### src/rtl/mvbt_pkg.sv
`timescale 1ns / 1ps
// Shared types and constants for the mesh volume / box tightness core.
// No dependencies; every other file refers to it by scoped names.
package mvbt_pkg;

	// Default coordinate width (signed Q8.4 at 12 bits).
	localparam int COORD_BITS_DEF = 12;

	// Fixed result widths.
	localparam int SUM_W     = 60;
	localparam int SIX_W     = 58;
	localparam int BOX_OUT_W = 36;
	localparam int Q_W       = 16;
	localparam int CNT_W     = $clog2(Q_W);

	// Accumulator clamp limits.
	localparam logic signed [SUM_W-1:0] SUM_MAX = {1'b0, {(SUM_W-1){1'b1}}};
	localparam logic signed [SUM_W-1:0] SUM_MIN = {1'b1, {(SUM_W-1){1'b0}}};

	// Controller to datapath commands.
	typedef struct packed {
		logic cap;    // capture the accepted triangle
		logic minor;  // form the three 2x2 minors
		logic term;   // form the three cofactor terms
		logic acc;    // accumulate the determinant, update the box
		logic box1;   // magnitude of the sum, x*y extent product
		logic box2;   // box volume
		logic den;    // six times the box volume
		logic chk;    // saturation check, divider setup
		logic div;    // one quotient bit
		logic load;   // load the result register
	} dp_cmd_t;

	// Datapath to controller status.
	typedef struct packed {
		logic final_tri;  // captured triangle is the last of the mesh
		logic sat;        // ratio saturates (zero box or ratio of one or more)
	} dp_status_t;

endpackage

### src/rtl/mvbt_ctrl.sv
`timescale 1ns / 1ps
// Controller: sequences one triangle through the datapath and, on the last
// triangle, the box volume, quotient loop and result register. Depends on mvbt_pkg.
module mvbt_ctrl (
	input  logic                  clk,
	input  logic                  arst_n,
	input  logic                  in_valid,
	output logic                  in_ready,
	output logic                  out_valid,
	input  logic                  out_ready,
	input  mvbt_pkg::dp_status_t  status,
	output mvbt_pkg::dp_cmd_t     cmd
);
	localparam int CW = mvbt_pkg::CNT_W;

	localparam logic [3:0] ST_IDLE  = 4'd0;
	localparam logic [3:0] ST_MINOR = 4'd1;
	localparam logic [3:0] ST_TERM  = 4'd2;
	localparam logic [3:0] ST_ACC   = 4'd3;
	localparam logic [3:0] ST_BOX1  = 4'd4;
	localparam logic [3:0] ST_BOX2  = 4'd5;
	localparam logic [3:0] ST_DEN   = 4'd6;
	localparam logic [3:0] ST_CHK   = 4'd7;
	localparam logic [3:0] ST_DIV   = 4'd8;
	localparam logic [3:0] ST_OUT   = 4'd9;

	localparam logic [CW-1:0] LAST_BIT = CW'(mvbt_pkg::Q_W - 1);

	logic [3:0]    state_q, state_n;
	logic [CW-1:0] cnt_q;
	logic          out_valid_q;
	logic          out_free;

	assign in_ready  = (state_q == ST_IDLE);
	assign out_valid = out_valid_q;
	assign out_free  = !out_valid_q || out_ready;

	always_comb begin
		cmd      = '0;
		state_n  = state_q;
		unique case (state_q)
			ST_IDLE: begin
				if (in_valid) begin
					cmd.cap = 1'b1;
					state_n = ST_MINOR;
				end
			end
			ST_MINOR: begin
				cmd.minor = 1'b1;
				state_n   = ST_TERM;
			end
			ST_TERM: begin
				cmd.term = 1'b1;
				state_n  = ST_ACC;
			end
			ST_ACC: begin
				cmd.acc = 1'b1;
				state_n = status.final_tri ? ST_BOX1 : ST_IDLE;
			end
			ST_BOX1: begin
				cmd.box1 = 1'b1;
				state_n  = ST_BOX2;
			end
			ST_BOX2: begin
				cmd.box2 = 1'b1;
				state_n  = ST_DEN;
			end
			ST_DEN: begin
				cmd.den = 1'b1;
				state_n = ST_CHK;
			end
			ST_CHK: begin
				cmd.chk = 1'b1;
				state_n = status.sat ? ST_OUT : ST_DIV;
			end
			ST_DIV: begin
				cmd.div = 1'b1;
				if (cnt_q == LAST_BIT) state_n = ST_OUT;
			end
			ST_OUT: begin
				if (out_free) begin
					cmd.load = 1'b1;
					state_n  = ST_IDLE;
				end
			end
			default: begin
				state_n = ST_IDLE;
			end
		endcase
	end

	always_ff @(posedge clk or negedge arst_n) begin
		if (!arst_n) begin
			state_q     <= ST_IDLE;
			cnt_q       <= '0;
			out_valid_q <= 1'b0;
		end else begin
			state_q <= state_n;
			if (cmd.chk) begin
				cnt_q <= '0;
			end else if (cmd.div) begin
				cnt_q <= cnt_q + 1'b1;
			end
			if (cmd.load) begin
				out_valid_q <= 1'b1;
			end else if (out_ready) begin
				out_valid_q <= 1'b0;
			end
		end
	end

endmodule

### config.mk
export PLATFORM = sky130hd
export DESIGN_NAME = mvbt_ctrl
export DESIGN_NICKNAME = d
export VERILOG_FILES = /design/src/rtl/mvbt_pkg.sv /design/src/rtl/mvbt_ctrl.sv
export SDC_FILE = /design/constraint.sdc
export NUM_CORES = 1
export LEC_CHECK = 0
export BUFFER_PORTS_ARGS = -buffer_cell sky130_fd_sc_hd__buf_4
export CAP_MARGIN = 20
export CORE_MARGIN = 3
export CORE_UTILIZATION = 35
export DETAILED_ROUTE_END_ITERATION = 8
export SETUP_SLACK_MARGIN = 0.4
export SYNTH_ARGS = -nofsm -noshare
export SYNTH_HDL_FRONTEND = slang
export SYNTH_SLANG_ARGS = --single-unit
### constraint.sdc
create_clock -name clk -period 3.9 [get_ports clk]
set_input_delay 0.78 -clock clk [delete_from_list [all_inputs] [get_ports clk]]
set_output_delay 0.78 -clock clk [all_outputs]
set_load 0.01 [all_outputs]
Yosys cells after proc, flatten, opt, wreduce, memory -nomap -nowiden

Cells that the tools add are included.

Bits in registers: 9
Latch bits: 0
Bits in writable memories: 0
Memory bits (read-only): 0
Bits of input ports: 6
Output and inout bits: 12
Word-level logic and storage cells: 45
Memories kept: 0

Add/sub/neg operators: 1
Multipliers: 0
Divide/modulo/power cells: 0
$lt $le $gt $ge: 0
Equal/unequal tests: 13
Shift operators: 0
Multiplexer cells: 22
Bitwise logic cells: 0
Reduce and logical (&&, ||, !) cells: 6

Operators by type and width:

| operator                                                         | number |
|---|---|
| 4-bit one-hot mux with 10 select lines                           | 1 |
| 4-bit two-way mux                                                | 5 |
| 4-bit by 3-bit == test with 1-bit output (second input constant) | 4 |
| 1-bit two-way mux                                                | 15 |
| 4-bit == test (second input constant)                            | 3 |
| 4-bit by 2-bit == test with 1-bit output (second input constant) | 2 |
| 2-bit != test (second input constant)                            | 3 |
| 4-bit by 1-bit adder with 4-bit output (second input constant)   | 1 |
| 4-bit by 1-bit == test with 1-bit output (second input constant) | 1 |
| 4-bit logical NOT                                                | 1 |
| 2-bit nonzero test                                               | 2 |
| 3-bit two-way mux                                                | 1 |
| 3-bit AND reduction                                              | 1 |
| 1-bit logical NOT                                                | 1 |
| 1-bit logical OR                                                 | 1 |

Logic depth before layout (Yosys ltp)

Word-level depth: 5
Depth in mapped cells: 5
Gate-level depth less buffers: 4

Least setup slack after synthesis

Ideal clock, no wire load.

Path kind: flip-flop to output port
From: reg state_q[1]
To: out cmd[9] (netlist name)
Arrival time: 1.286 ns
Required time: 3.120 ns
Path slack: 1.834 ns
Stages on the path, launching flop included: 4
Path buffers: 1
Path through: dfrtp_1 -> clkbuf_1 -> nor4_1 -> and2_1

RTL lines:

| item                   | RTL line        | text |
|---|---|---|
| start, declared        | mvbt_ctrl.sv:29 | `logic [3:0] state_q, state_n;` |
| start signal, assigned | mvbt_ctrl.sv:98 | `state_q <= state_n;` |
| end, declared          | mvbt_ctrl.sv:12 | `output mvbt_pkg::dp_cmd_t cmd` |

==> flow_summary.ini <==
[outcome]
status = finished, final reports clean

[critical_path]
reg2regPathDepth = 3
rr_startpoint = state_q[0]$_DFFE_PN0P_
crit_end = cmd[1]
timing.rr.end = cnt_q[3]$_DFFE_PN0P_
arrival_ns = 1.70
crit_fanout = 11
start_kind = flip-flop
required_ns = 3.12
r2r_setup_slack_ns = 2.19
startpoint = state_q[0]$_DFFE_PN0P_
cp-end-kind = primary output
path_class = reg2out

[detailed_routing]
drt_iter0_drc = 2
avgViaCountPerCell = 5.08
routed_wl_um = 1080
wire_per_inst_um = 11.6
vias = 472
ant_nets = 0
drc_errors = 0
firstDrtPassIters = 2

[pwr]
powerDensity_nw_per_um2 = 644
total_power_uw = 435
ir_worst_vdd_v = 0.000290
p_leak_uw = 0.000332

[finish]
drive_above_1_share = 0.282
fill_cells = 148
final_cell_mix = buf_4, dfrtp_1, nand2_1, a21oi_1
mostFrequentLayoutCell = buf_4
diodes = 0
nets = 86
final_cell_count_no_fill = 93
area_growth_pct = 28.6

[grt]
track_usage = 0.114
overflow = 0
grt_max_degree = 13
grt_pass1_wl_um = 1610
grt_pass1_vias = 398
antenna_found_initial = 0

[sta]
setup_tns_ns = 0
tightest_slew_ns = 0.309
rsz0062_at_grt = no
max_freq_mhz = 404
timing.final.crit_share = 0.635
drv_slew = 0
whs_ns = 0.320
fin_worst_skew_ns = 0.00738
period_minus_slack_ns = 2.48
hold_viol = 0
setup_viol_count_final = 0
slew-limit-headroom = 0.792

[clock_network]
numCtsBuffers = 3
path_clk_slew_ns = 0.07
cts_tree = done
clock-root-buffer = clkbuf_4
holdBufCountCts = 0
cts_max_path_buffers = 2
clock_sinks = 9
insertion_delay_ns = 0.27
post-cts-setup-buffers = 0
post_cts_resized = 0
htreeDepth = 1

[synthesis]
ys_ff_latch = 9
synth.avg_cell_area_um2 = 8.32
syn_inst = 63
synth_area_um2 = 524
yosysUniqueCellTypes = 24
yosysTopAreaCell = dfrtp_1
ys_seq_area_frac = 0.430
synth_nets = 70
synth_top_cells_by_area = dfrtp_1, a21oi_1, nor3_1, nand2_1, clkbuf_1
synth_top_area_share = 0.430
yosysWarnings = 0

[floorplanning]
die-area_um2 = 2000
die_w_um = 44.7
die_h_um = 44.7
rows = 13
coreArea_um2 = 1350
start_util = 0.388
pin_count = 18

[hold_path]
hold_path.class = in2async

[placed_design]
dp.cells = 89
gp_congestion = 0.676
portBuffers = 17
hpwl_um = 820

[flow_run]
max-cap-violations = 0
[cell families (layout without fill, tap and decap cells)]
family / after synthesis / after routing / synth area share
AND/OR/NAND/NOR: 29 / 29 / 0.308
adder cells (fa/ha/maj): 1 / 1 / 0.0239
buffers and inverters: 10 / 25 / 0.0740
XOR/XNOR: 1 / 1 / 0.0167
multiplexers: 1 / 1 / 0.0215
flip-flops: 9 / 9 / 0.430
AO/OA/AOI/OAI: 12 / 12 / 0.127
[final cells by class]
class / count / area (µm²) / area share
inverters: 4 / 15.0 / 0.0223
repair buffers: 17 / 128 / 0.189
flip-flops and latches: 9 / 225 / 0.334
well taps: 15 / 18.8 / 0.0278
multi-input cells: 44 / 260 / 0.386
clock buffers: 3 / 22.5 / 0.0334
clock inverters: 1 / 5.00 / 0.00742
[state kept, by name, summed over array words and instances, names as in the netlist]
signal     count
cnt_q          4
state_q        4
out_valid      1
[where the power goes]
group / internal (µW) / total [µW] / switching (µW)
combinational: 102 / 188 / 86.4
clock: 37.9 / 73.2 / 35.3
sequential: 121 / 173 / 51.9
[routing by layer]
layer  track usage  up-vias  share of wire
li1              -      249              -
met1         0.140      209           0.47
met2         0.166       11           0.44
met3        0.0677        3          0.071
met4        0.0361        0          0.011
met5             0        -              0
[worst max-delay path, cell delays in order (launching register included)]
cell	delay (ns)
dfrtp_1	0.48
or4b_1	0.64
inv_1	0.17
buf_4	0.14
[worst min path at each step]
| stage | endpoint | cells after the start | slack, ns |
|---|---|---|---|
| 3_5_place_dp | cnt_q[1]$_DFFE_PN0P_ | 2 | 0.56 |
| 4_1_cts | cnt_q[3]$_DFFE_PN0P_ | 1 | 0.31 |
| 5_1_grt | cnt_q[3]$_DFFE_PN0P_ | 1 | 0.31 |
| 6_report | state_q[0]$_DFFE_PN0P_ | 1 | 0.32 |
| 2_1_floorplan | cnt_q[0]$_DFFE_PN0P_ | 0 | 0.48 |
| 3_3_place_gp | cnt_q[1]$_DFFE_PN0P_ | 2 | 0.55 |
[Yosys cell counts]
master / instances
nand2_1: 6
nand4b_1: 1
ha_1: 1
dfrtp_1: 9
o21ai_0: 3
nor2_1: 5
and4b_1: 1
nand2b_1: 3
nor4_1: 1
clkbuf_1: 5
o31ai_1: 1
inv_1: 4
buf_2: 1
a21oi_1: 6
xnor2_1: 1
nor3_1: 5
or3_1: 3
nand4bb_1: 1
a31oi_1: 1
and2_1: 1
nand3_1: 1
o21a_1: 1
or4b_1: 1
mux2_2: 1
[metrics by stage]
step	cell area [µm²]	util	setup WS [ns]
after global routing	674	0.500	1.34
after CTS	674	0.500	1.41
final	674	0.500	1.42
after detailed placement	647	0.479	1.71
after global placement	647	0.479	1.73
after floorplan	524	-	1.83
(Power assumes the default switching activity.)
